### src/rtl/flp_pkg.sv
// Shared types and constants for the firewall log field extractor.
// Used by flp_parser, flp_out_reg and firewall_log_field_extractor.
`timescale 1ns / 1ps
`default_nettype none
package flp_pkg;

	// parse phases
	localparam logic [3:0] PH_PAREN  = 4'd0;
	localparam logic [3:0] PH_SP1    = 4'd1;
	localparam logic [3:0] PH_ACTION = 4'd2;
	localparam logic [3:0] PH_COLON  = 4'd3;
	localparam logic [3:0] PH_SP2    = 4'd4;
	localparam logic [3:0] PH_SRC    = 4'd5;
	localparam logic [3:0] PH_GT     = 4'd6;
	localparam logic [3:0] PH_SP3    = 4'd7;
	localparam logic [3:0] PH_DST    = 4'd8;
	localparam logic [3:0] PH_PROTO  = 4'd9;
	localparam logic [3:0] PH_DONE   = 4'd10;
	localparam logic [3:0] PH_HALT   = 4'd11;

	// stop codes that the phase table does not give directly
	localparam logic [3:0] STOP_NONE   = 4'd0;
	localparam logic [3:0] STOP_SP1    = 4'd2;
	localparam logic [3:0] STOP_ACTION = 4'd3;
	localparam logic [3:0] STOP_SP2    = 4'd5;
	localparam logic [3:0] STOP_GT     = 4'd7;
	localparam logic [3:0] STOP_SP3    = 4'd8;

	localparam logic [2:0] SPLIT_DOTS = 3'd4;

	localparam logic [7:0] CH_RPAREN = 8'h29;
	localparam logic [7:0] CH_SPACE  = 8'h20;
	localparam logic [7:0] CH_P      = 8'h70;
	localparam logic [7:0] CH_B      = 8'h62;
	localparam logic [7:0] CH_COLON  = 8'h3a;
	localparam logic [7:0] CH_GT     = 8'h3e;
	localparam logic [7:0] CH_DOT    = 8'h2e;
	localparam logic [7:0] CH_U      = 8'h75;
	localparam logic [7:0] CH_I      = 8'h69;
	localparam logic [7:0] CH_NUL    = 8'h00;

	localparam logic [1:0] ACT_NONE  = 2'd0;
	localparam logic [1:0] ACT_PASS  = 2'd1;
	localparam logic [1:0] ACT_BLOCK = 2'd2;

	localparam logic [1:0] PROTO_NONE = 2'd0;
	localparam logic [1:0] PROTO_TCP  = 2'd1;
	localparam logic [1:0] PROTO_UDP  = 2'd2;
	localparam logic [1:0] PROTO_ICMP = 2'd3;

	localparam logic [1:0] FID_SRC_ADDR = 2'd0;
	localparam logic [1:0] FID_DST_ADDR = 2'd2;

	// fields_found bits
	localparam int FM_ACTION   = 0;
	localparam int FM_SRC_ADDR = 1;
	localparam int FM_SRC_PORT = 2;
	localparam int FM_DST_ADDR = 3;
	localparam int FM_DST_PORT = 4;
	localparam int FM_PROTO    = 5;

	typedef struct packed {
		logic       char_valid;
		logic [1:0] field_id;
		logic [7:0] char_code;
		logic       line_done;
		logic [1:0] action_code;
		logic [1:0] protocol_code;
		logic [5:0] fields_found;
		logic [3:0] stop_point;
	} res_t;

endpackage
`default_nettype wire

### src/rtl/firewall_log_field_extractor.sv
// Top level of the firewall log field extractor.
// Instantiates flp_parser and flp_out_reg; depends on flp_pkg.
//
// Input channel: one log line byte per beat (line_byte, line_last) on
// in_valid / in_ready. Output channel: at most one result per byte on
// out_valid / out_ready. A beat gives a result when it carries a field
// byte (char_valid) or is the last byte of the line (line_done with the
// verdict fields); other bytes only move the parser and give no result.
// A byte is first held in the input register; its result is then
// registered in the result register.
// Throughput: one byte per cycle unless in_ready drops (see below), set
// by the combinational parser step between the two registers.
// When the receiver stalls, the result register holds its beat and one
// more byte waits in the input register; in_ready drops only when that
// byte has a result to deliver and the result register is still full.
// Bytes that give no result keep flowing through during a stall.
// Reset: clears both registers and returns the parser to searching for
// the closing parenthesis of a new line.
`timescale 1ns / 1ps
`default_nettype none
module firewall_log_field_extractor (
	input  wire         clk,
	input  wire         arst_n,
	input  wire         in_valid,
	output logic        in_ready,
	input  wire  [7:0]  line_byte,
	input  wire         line_last,
	output logic        out_valid,
	input  wire         out_ready,
	output logic        char_valid,
	output logic [1:0]  field_id,
	output logic [7:0]  char_code,
	output logic        line_done,
	output logic [1:0]  action_code,
	output logic [1:0]  protocol_code,
	output logic [5:0]  fields_found,
	output logic [3:0]  stop_point
);
	import flp_pkg::*;

	logic       valid_s1;
	logic [7:0] byte_s1;
	logic       last_s1;
	logic       has_result;
	logic       slot_free;
	logic       fire;
	res_t       result;
	res_t       out_data;

	// advance the held byte unless its result has nowhere to go
	assign fire     = valid_s1 && (!has_result || slot_free);
	assign in_ready = !valid_s1 || fire;

	always_ff @(posedge clk or negedge arst_n) begin
		if (!arst_n) begin
			valid_s1 <= 1'b0;
		end else if (in_ready) begin
			valid_s1 <= in_valid;
		end
	end

	always_ff @(posedge clk) begin
		if (in_ready && in_valid) begin
			byte_s1 <= line_byte;
			last_s1 <= line_last;
		end
	end

	flp_parser u_parser (
		.clk        (clk),
		.arst_n     (arst_n),
		.byte_s1    (byte_s1),
		.last_s1    (last_s1),
		.fire       (fire),
		.has_result (has_result),
		.result     (result)
	);

	flp_out_reg u_out (
		.clk       (clk),
		.arst_n    (arst_n),
		.load      (fire && has_result),
		.load_data (result),
		.slot_free (slot_free),
		.out_valid (out_valid),
		.out_ready (out_ready),
		.out_data  (out_data)
	);

	assign char_valid    = out_data.char_valid;
	assign field_id      = out_data.field_id;
	assign char_code     = out_data.char_code;
	assign line_done     = out_data.line_done;
	assign action_code   = out_data.action_code;
	assign protocol_code = out_data.protocol_code;
	assign fields_found  = out_data.fields_found;
	assign stop_point    = out_data.stop_point;

endmodule
`default_nettype wire

### src/rtl/flp_parser.sv
// Parse state and one-byte step logic of the log field extractor.
// Depends on flp_pkg.
`timescale 1ns / 1ps
`default_nettype none
module flp_parser (
	input  wire               clk,
	input  wire               arst_n,
	input  wire  [7:0]        byte_s1,
	input  wire               last_s1,
	input  wire               fire,
	output logic              has_result,
	output flp_pkg::res_t     result
);
	import flp_pkg::*;

	logic [3:0] ph_q, ph_d;
	logic [2:0] dot_q, dot_d;
	logic [1:0] act_q, act_d;
	logic [1:0] proto_q, proto_d;
	logic [5:0] mask_q, mask_d;
	logic [3:0] stop_q, stop_d;
	logic       cv;
	logic [1:0] fid;
	logic       dot_step;
	logic [2:0] dot_next;
	logic [1:0] fid_base;
	logic [3:0] sp;

	// field byte handling shared by source and destination
	always_comb begin
		dot_step = (byte_s1 == CH_DOT) && (dot_q < SPLIT_DOTS);
		dot_next = dot_step ? 3'(dot_q + 3'd1) : dot_q;
		fid_base = (ph_q == PH_DST) ? FID_DST_ADDR : FID_SRC_ADDR;
	end

	always_comb begin
		ph_d    = ph_q;
		dot_d   = dot_q;
		act_d   = act_q;
		proto_d = proto_q;
		mask_d  = mask_q;
		stop_d  = stop_q;
		cv      = 1'b0;
		fid     = 2'd0;
		if (byte_s1 == CH_NUL && ph_q <= PH_PROTO) begin
			ph_d   = PH_HALT;
			stop_d = 4'(ph_q + 4'd1);
		end else begin
			unique case (ph_q)
				PH_PAREN: begin
					if (byte_s1 == CH_RPAREN) ph_d = PH_SP1;
				end
				PH_SP1: begin
					if (byte_s1 == CH_SPACE) begin
						ph_d = PH_ACTION;
					end else begin
						ph_d = PH_HALT; stop_d = STOP_SP1;
					end
				end
				PH_ACTION: begin
					if (byte_s1 == CH_P || byte_s1 == CH_B) begin
						act_d = (byte_s1 == CH_P) ? ACT_PASS : ACT_BLOCK;
						mask_d[FM_ACTION] = 1'b1;
						ph_d = PH_COLON;
					end else begin
						ph_d = PH_HALT; stop_d = STOP_ACTION;
					end
				end
				PH_COLON: begin
					if (byte_s1 == CH_COLON) ph_d = PH_SP2;
				end
				PH_SP2: begin
					if (byte_s1 == CH_SPACE) begin
						ph_d = PH_SRC; dot_d = 3'd0;
					end else begin
						ph_d = PH_HALT; stop_d = STOP_SP2;
					end
				end
				PH_SRC, PH_DST: begin
					if ((ph_q == PH_SRC && byte_s1 == CH_SPACE) ||
					    (ph_q == PH_DST && byte_s1 == CH_COLON)) begin
						if (ph_q == PH_SRC) begin
							mask_d[FM_SRC_ADDR] = 1'b1;
							mask_d[FM_SRC_PORT] = (dot_q == SPLIT_DOTS) | mask_q[FM_SRC_PORT];
							ph_d = PH_GT;
						end else begin
							mask_d[FM_DST_ADDR] = 1'b1;
							mask_d[FM_DST_PORT] = (dot_q == SPLIT_DOTS) | mask_q[FM_DST_PORT];
							ph_d = PH_PROTO;
						end
					end else begin
						dot_d = dot_next;
						// drop the dot that splits address from port
						cv  = !(dot_step && dot_next == SPLIT_DOTS);
						fid = fid_base | {1'b0, dot_next == SPLIT_DOTS};
					end
				end
				PH_GT: begin
					if (byte_s1 == CH_GT) begin
						ph_d = PH_SP3;
					end else begin
						ph_d = PH_HALT; stop_d = STOP_GT;
					end
				end
				PH_SP3: begin
					if (byte_s1 == CH_SPACE) begin
						ph_d = PH_DST; dot_d = 3'd0;
					end else begin
						ph_d = PH_HALT; stop_d = STOP_SP3;
					end
				end
				PH_PROTO: begin
					if (byte_s1 != CH_SPACE) begin
						proto_d = (byte_s1 == CH_U) ? PROTO_UDP :
						          (byte_s1 == CH_I) ? PROTO_ICMP : PROTO_TCP;
						mask_d[FM_PROTO] = 1'b1;
						ph_d = PH_DONE;
					end
				end
				default: ;
			endcase
		end
	end

	always_comb begin
		if (ph_d <= PH_PROTO)
			sp = 4'(ph_d + 4'd1);
		else if (ph_d == PH_DONE)
			sp = STOP_NONE;
		else
			sp = stop_d;
	end

	always_comb begin
		has_result           = cv | last_s1;
		result.char_valid    = cv;
		result.field_id      = cv ? fid : 2'd0;
		result.char_code     = cv ? byte_s1 : 8'd0;
		result.line_done     = last_s1;
		result.action_code   = last_s1 ? act_d : ACT_NONE;
		result.protocol_code = last_s1 ? proto_d : PROTO_NONE;
		result.fields_found  = last_s1 ? mask_d : 6'd0;
		result.stop_point    = last_s1 ? sp : STOP_NONE;
	end

	always_ff @(posedge clk or negedge arst_n) begin
		if (!arst_n) begin
			ph_q    <= PH_PAREN;
			dot_q   <= 3'd0;
			act_q   <= ACT_NONE;
			proto_q <= PROTO_NONE;
			mask_q  <= 6'd0;
			stop_q  <= STOP_NONE;
		end else if (fire) begin
			if (last_s1) begin
				// line finished: back to the start
				ph_q    <= PH_PAREN;
				dot_q   <= 3'd0;
				act_q   <= ACT_NONE;
				proto_q <= PROTO_NONE;
				mask_q  <= 6'd0;
				stop_q  <= STOP_NONE;
			end else begin
				ph_q    <= ph_d;
				dot_q   <= dot_d;
				act_q   <= act_d;
				proto_q <= proto_d;
				mask_q  <= mask_d;
				stop_q  <= stop_d;
			end
		end
	end

	a_stop_only_halted: assert property (@(posedge clk) disable iff (!arst_n)
		ph_q != PH_HALT |-> stop_q == STOP_NONE)
		else $error("stop reason held outside halt");
	a_dot_bound: assert property (@(posedge clk) disable iff (!arst_n)
		dot_q <= SPLIT_DOTS)
		else $error("dot count past split");
	a_action_mask: assert property (@(posedge clk) disable iff (!arst_n)
		act_q != ACT_NONE |-> mask_q[FM_ACTION])
		else $error("action seen without mask bit");
	a_proto_done: assert property (@(posedge clk) disable iff (!arst_n)
		proto_q != PROTO_NONE |-> (ph_q == PH_DONE && mask_q[FM_PROTO]))
		else $error("protocol seen outside done phase");

endmodule
`default_nettype wire

### src/rtl/flp_out_reg.sv
// Result register of the log field extractor: holds one result until taken.
// Depends on flp_pkg.
`timescale 1ns / 1ps
`default_nettype none
module flp_out_reg (
	input  wire               clk,
	input  wire               arst_n,
	input  wire               load,
	input  flp_pkg::res_t     load_data,
	output logic              slot_free,
	output logic              out_valid,
	input  wire               out_ready,
	output flp_pkg::res_t     out_data
);
	import flp_pkg::*;

	logic valid_q;
	res_t data_q;

	assign slot_free = !valid_q || out_ready;
	assign out_valid = valid_q;
	assign out_data  = data_q;

	always_ff @(posedge clk or negedge arst_n) begin
		if (!arst_n) begin
			valid_q <= 1'b0;
		end else if (slot_free) begin
			valid_q <= load;
		end
	end

	always_ff @(posedge clk) begin
		if (slot_free && load) data_q <= load_data;
	end

endmodule
`default_nettype wire

### config.mk
export PLATFORM = sky130hd
export DESIGN_NAME = firewall_log_field_extractor
export DESIGN_NICKNAME = d
export VERILOG_FILES = /design/src/rtl/flp_pkg.sv /design/src/rtl/firewall_log_field_extractor.sv /design/src/rtl/flp_parser.sv /design/src/rtl/flp_out_reg.sv
export SDC_FILE = /design/constraint.sdc
export NUM_CORES = 1
export LEC_CHECK = 0
export ABC_AREA = 1
export BUFFER_PORTS_ARGS = -buffer_cell sky130_fd_sc_hd__buf_2
export CORE_ASPECT_RATIO = 0.7
export CORE_MARGIN = 2
export CORE_UTILIZATION = 60
export CTS_CLUSTER_DIAMETER = 50
export CTS_CLUSTER_SIZE = 20
export DETAILED_ROUTE_END_ITERATION = 16
export PLACE_DENSITY = 0.82
export SLEW_MARGIN = 20
export SYNTH_ARGS = -nofsm -noshare
export SYNTH_HDL_FRONTEND = slang
export SYNTH_SLANG_ARGS = --single-unit
### constraint.sdc
create_clock -name clk -period 4.01 [get_ports clk]
set_input_delay 1.203 -clock clk [delete_from_list [all_inputs] [get_ports clk]]
set_output_delay 1.203 -clock clk [all_outputs]
set_load 0.01 [all_outputs]
[Word level (Yosys, flattened, before mapping)]
Index checks and enable logic that the tools add are counted.
Word-level totals
  flip-flop bits (word level): 58
  input bits: 13
  output and inout bits: 28
  logic and storage cells: 134
Cells by class
  $add $sub $neg: 3
  order comparisons: 3
  equality and inequality tests: 25
  mux-type cells: 54
  bitwise operators: 6
  reduce and logical (&&, ||, !) cells: 25
Operators by type and width (count)
  2-to-1 mux 4 bit: 22
  == test 8 x 6 -> 1 bit (second input constant): 5
  one-hot mux 4 bit (9 select lines): 1
  == test 8 x 7 -> 1 bit (second input constant): 4
  2-to-1 mux 2 bit: 15
  one-hot mux 4 bit (5 select lines): 1
  == test 4 x 3 -> 1 bit (second input constant): 4
  2-to-1 mux 3 bit: 5
  == test 4 bit (second input constant): 3
  2-to-1 mux 6 bit: 2
  logical AND 1 bit: 9
  adder 4 x 1 -> 4 bit (second input constant): 2
  == test 4 x 2 -> 1 bit (second input constant): 2
  less-or-equal comparator 4 bit (second input constant): 2
  logical NOT 8 bit: 1
  != test 8 x 6 -> 1 bit (second input constant): 1
  2-to-1 mux 1 bit: 7
  == test 3 bit (second input constant): 2
  one-hot mux 3 bit (2 select lines): 1
  logical OR 1 bit: 5
  AND reduction 5 bit: 1
  == test 4 x 1 -> 1 bit (second input constant): 1
  logical NOT 1 bit: 4
  logical NOT 4 bit: 1
  other kinds (11): 15

[Longest topological paths before layout]
  depth after elaboration: 15
  mapped depth: 16
  mapped depth without buffers: 16

[By module]
A second synthesis with hierarchy kept.
Second synthesis, totals
  cell total of the unflattened synthesis: 401
  area, all modules: 3255.6 um2
By module, submodules not included
  flp_parser: times used 1, cells an instance 350, area an instance 2089.5 um2, sequential area each 525.5 um2
  flp_out_reg: times used 1, cells an instance 32, area an instance 825.8 um2, sequential area each 805.8 um2
  firewall_log_field_extractor: times used 1, cells an instance 19, area an instance 340.3 um2, sequential area each 295.3 um2

[Worst setup path before layout]
Ideal clock, no wire load.
  path type: reg-to-output
  start point: reg u_parser.ph_q[1]
  end point: out in_ready
  arrival time: 1.617 ns
  data required time: 2.807 ns
  setup slack: 1.190 ns
  stages on the path, launching flop included: 11
  path buffers: 0
  path through: dfrtp_1 inv_1 ha_1 nand3_4 inv_2 o21ai_4 nand2_2 nor2_2 o21ai_2 nand2_2 nand3_1
Between the ends
  word-level cells in the longest chain between the ends: 11
  elaborated cells on any way between the ends: 16
  classes of those cells: 1 x order compare; 2 x eq/ne; 3 x mux; 1 x bitwise; 9 x reduce/logical
Ends and longest elaborated chain
  start, declared: line flp_parser.sv:16  | logic [3:0] ph_q, ph_d;
  start signal, assigned: line flp_parser.sv:164  | ph_q <= ph_d;
  == test 4 x 3 -> 1 bit or == test 4 bit (tied branches): line flp_parser.sv:49, flp_parser.sv:80, flp_parser.sv:81
  logical AND 1 bit, on equally long branches: line flp_parser.sv:80, flp_parser.sv:81
  logical OR 1 bit: line flp_parser.sv:80  | if ((ph_q == PH_SRC && byte_s1 == CH_SPACE) ||
  2-to-1 mux 1 bit: line flp_parser.sv:80
  2-to-1 mux 1 bit: line flp_parser.sv:49  | unique case (ph_q)
  2-to-1 mux 1 bit (*): line flp_parser.sv:45  | if (byte_s1 == CH_NUL && ph_q <= PH_PROTO) begin
  OR 1 bit (*): line flp_parser.sv:135  | has_result = cv | last_s1;
  logical NOT 1 bit (*): line firewall_log_field_extractor.sv:51  | assign fire = valid_s1 && (!has_result || slot_free);
  logical OR 1 bit (*): line firewall_log_field_extractor.sv:51
  logical AND 1 bit (*): line firewall_log_field_extractor.sv:51
  logical OR 1 bit (*): line firewall_log_field_extractor.sv:52  | assign in_ready = !valid_s1 || fire;
  end, declared: line firewall_log_field_extractor.sv:25  | output logic in_ready,
Mark *: on every way between the ends. The rest lies on a longest branch, timed or not.

[Worst setup path after layout]
  start point: reg u_parser.ph_q[0]
  end point: out in_ready
Same word-level chain as after synthesis.

==> impl_metrics.json <==
{
  "status": "complete, no violations",
  "postCtsSetupBuffers": 0,
  "ys_types": 39,
  "antenna_found_initial": 0,
  "p_int_mw": 1.37,
  "synth_top_family_by_area": "simple AND/OR/NAND/NOR gates",
  "powerDensity_mw_per_mm2": 595,
  "grt_max_degree": 26,
  "swShare_pct": 40.6,
  "yosys.area_share.xor_xnor_pct": 0.512,
  "cts_max_level": 3,
  "cts_tree": "done",
  "fin_hold_ws_ns": 0.490,
  "seqCellArea_mm2": 0.00163,
  "p_leak_nw": 1.93,
  "multi_input_area_mm2": 0.00155,
  "dpl.cell_count": 521,
  "p_clk_share_pct": 22.5,
  "critPathMaxFanout": 11,
  "drt_iter0_drc": 398,
  "yosys.area_share.simple_pct": 31.9,
  "syn_area_mm2": 0.00342,
  "fp.dieArea_mm2": 0.00633,
  "grt_usage_pct": 29.2,
  "io_pins": 41,
  "pwr-share-comb_pct": 41.5,
  "gp_congestion": 1.08,
  "timing.final.crit_share_pct": 93.4,
  "synth.mux.area_fraction_pct": 0,
  "start_util_pct": 63.7,
  "finalSetupTns_ns": 0,
  "synth-compound-area-share_pct": 9.14,
  "totalWireLength_um": 8290,
  "vias": 3014,
  "maxSlewHeadroom_pct": 61.5,
  "grt_pass1_wl_um": 13700,
  "root_buffer": "clkbuf_8",
  "grt_pass1_vias": 2813,
  "hpwl_um": 6210,
  "worstSetupPathType": "register to output port",
  "setup_viol": 0,
  "synth_cells": 415,
  "total_power_mw": 2.31,
  "synth-adder-area-share_pct": 3.66,
  "ys_seq_elements": 58,
  "numPortBuffers": 40,
  "synth_warnings": 0,
  "die_w_um": 94.3,
  "ant_nets": 0,
  "cts_hold_buf": 0,
  "nFillCells": 405,
  "overflow": 0,
  "area.growth.synth_to_final_pct": 13.4,
  "drc_errors": 0,
  "seq_area_frac_synth_pct": 47.5,
  "fin_nets": 483,
  "p_switching_mw": 0.937,
  "fp.coreArea_mm2": 0.00537,
  "ir_drop_mv": 0.439,
  "cap_violations": 0,
  "fin_crit_ns": 3.75,
  "synth_nets": 438,
  "instances_no_fill": 537,
  "rows": 22,
  "setup.worst_path.start_class": "register",
  "rsz0062_at_grt": "false",
  "endpoint_kind": "output port",
  "drive_above_1_share_pct": 21.7,
  "clock_latency_ns": 0.34,
  "cts_buffer_depth": 2,
  "cp.arrival_ns": 2.54,
  "drv_slew": 0,
  "p_seq_share_pct": 36.0,
  "timing.fmax_mhz": 267,
  "skew_ns": 0.00992,
  "cts_sinks": 58,
  "cts.reportedPaths.clkPinSlew_ns": 0.06,
  "firstDrtPassIters": 6,
  "tightest_slew_ns": 0.578,
  "hold_viol": 0,
  "cts_resized": 0,
  "wire_per_inst_um": 15.4,
  "cts_inserted_buffers": 9,
  "worstPathRequired_ns": 2.81,
  "diodes": 0,
  "die_h_um": 67.2,
  "viasPerCell": 5.61,
  "hold_class": "register to register",
  "syn_avg_cell_area_um2": 8.24
}
-- worst max-delay path, stage by stage, from the launching register on --
cell and delay (ns):
dfrtp_1 0.42, inv_1 0.24, ha_1 0.30, nand3_2 0.16
nand3b_4 0.23, nand2_2 0.13, nor2_2 0.06, o21ai_2 0.21
nand2_2 0.16, nand3_1 0.15, buf_2 0.15
-- worst paths after layout --
| check | from | to | cells after the start | slack [ns] |
|---|---|---|---|---|
| worst min-delay path | u_parser.proto_q[1] | u_parser.proto_q[1] | 2 | 0.49 |
| max in group asynchronous | arst_n | u_parser.stop_q[1] | 1 | 2.76 |
| worst max-delay path | u_parser.ph_q[0] | in_ready | 10 | 0.26 |
| min in group asynchronous | arst_n | u_parser.dot_q[0] | 1 | 0.86 |
| worst min register to register | u_parser.proto_q[1] | u_parser.proto_q[1] | 2 | 0.49 |
| worst max register to register | u_parser.ph_q[0] | u_out.out_data[12] | 14 | 0.88 |
-- registers in the layout (all words and copies together), names as in the netlist --
name / count
u_parser.act_q: 2
u_parser.ph_q: 4
u_out.out_data: 26
u_parser.stop_q: 4
valid_s1: 1
u_parser.mask_q: 6
last_s1: 1
u_parser.dot_q: 3
u_parser.proto_q: 2
byte_s1: 8
u_out.out_valid: 1
-- power groups by stage --
stage | registers, mW | logic [mW] | clock network, mW
floorplan | 0.855 | 0.678 | 0
global placement | 0.839 | 0.923 | 0
detailed placement | 0.843 | 0.942 | 0
CTS | 0.831 | 0.947 | 0.525
global route | 0.844 | 1.08 | 0.551
finish | 0.831 | 0.957 | 0.520
-- through the flow --
stage / util, % / instance area [µm²] / setup WS, ns
floorplan: - / 3420 / 1.19
global placement: 68.7 / 3690 / 0.714
detailed placement: 68.7 / 3690 / 0.651
CTS: 72.2 / 3880 / 0.281
global route: 72.2 / 3880 / 0.0724
finish: 72.2 / 3880 / 0.265
-- placed cells by master (no fill, tap or decap), types with 3 or more instances in the layout --
cell type  count
a21oi_1       12
a31oi_1        3
buf_2         40
clkbuf_8       9
dfrtp_1       23
edfxtp_1      35
ha_1          10
inv_1         39
inv_2          8
nand2_1      121
nand2_2        9
nand3_1       32
nand3_2        4
nand4_1        9
nor2_1        44
nor2_2         4
o21ai_0        7
o21ai_1       13
o21ai_2        7
o22ai_1        3
-- synth_stat cells (all sizes together) --
library cell	count	area [µm²]
nor2	51	233
ha	10	125
o22ai	3	18.8
nor3	1	5.00
nand2	132	533
inv	49	189
edfxtp	35	1050
or2	2	12.5
xor2	1	8.76
a21oi	12	60.1
nand3	37	218
o21a	1	7.51
o211ai	2	15.0
o21ai	28	178
a31oi	3	18.8
o21bai	1	7.51
buf	7	48.8
dfrtp	23	576
xnor2	1	8.76
o31ai	1	7.51
nand4	9	56.3
nor4	2	12.5
clkbuf	2	7.51
nand3b	1	20.0
clkinv	1	3.75
-- per-layer routing --
metal  track usage [%]  wire (µm)
met5                 0          0
met4              9.06        146
met3              6.03        831
met2              44.4       3550
met1              42.5       3750
-- layout make-up --
type | instances | share of cell area (%)
sequential | 58 | 41.9
multi-input combinational | 298 | 39.9
timing repair buffer | 43 | 6.07
inverter | 50 | 4.97
clock buffer | 11 | 3.39
tap | 72 | 2.32
clock inverter | 5 | 1.45
-- cell families (layout without fill, tap and decap cells) --
family / Yosys count / count (layout)
xor+xnor: 2 / 2
simple gates: 235 / 235
flops: 58 / 58
buf+inv: 59 / 109
compound gates: 51 / 51
fa+ha+maj: 10 / 10
No activity file was read; power rests on OpenSTA's default activity.
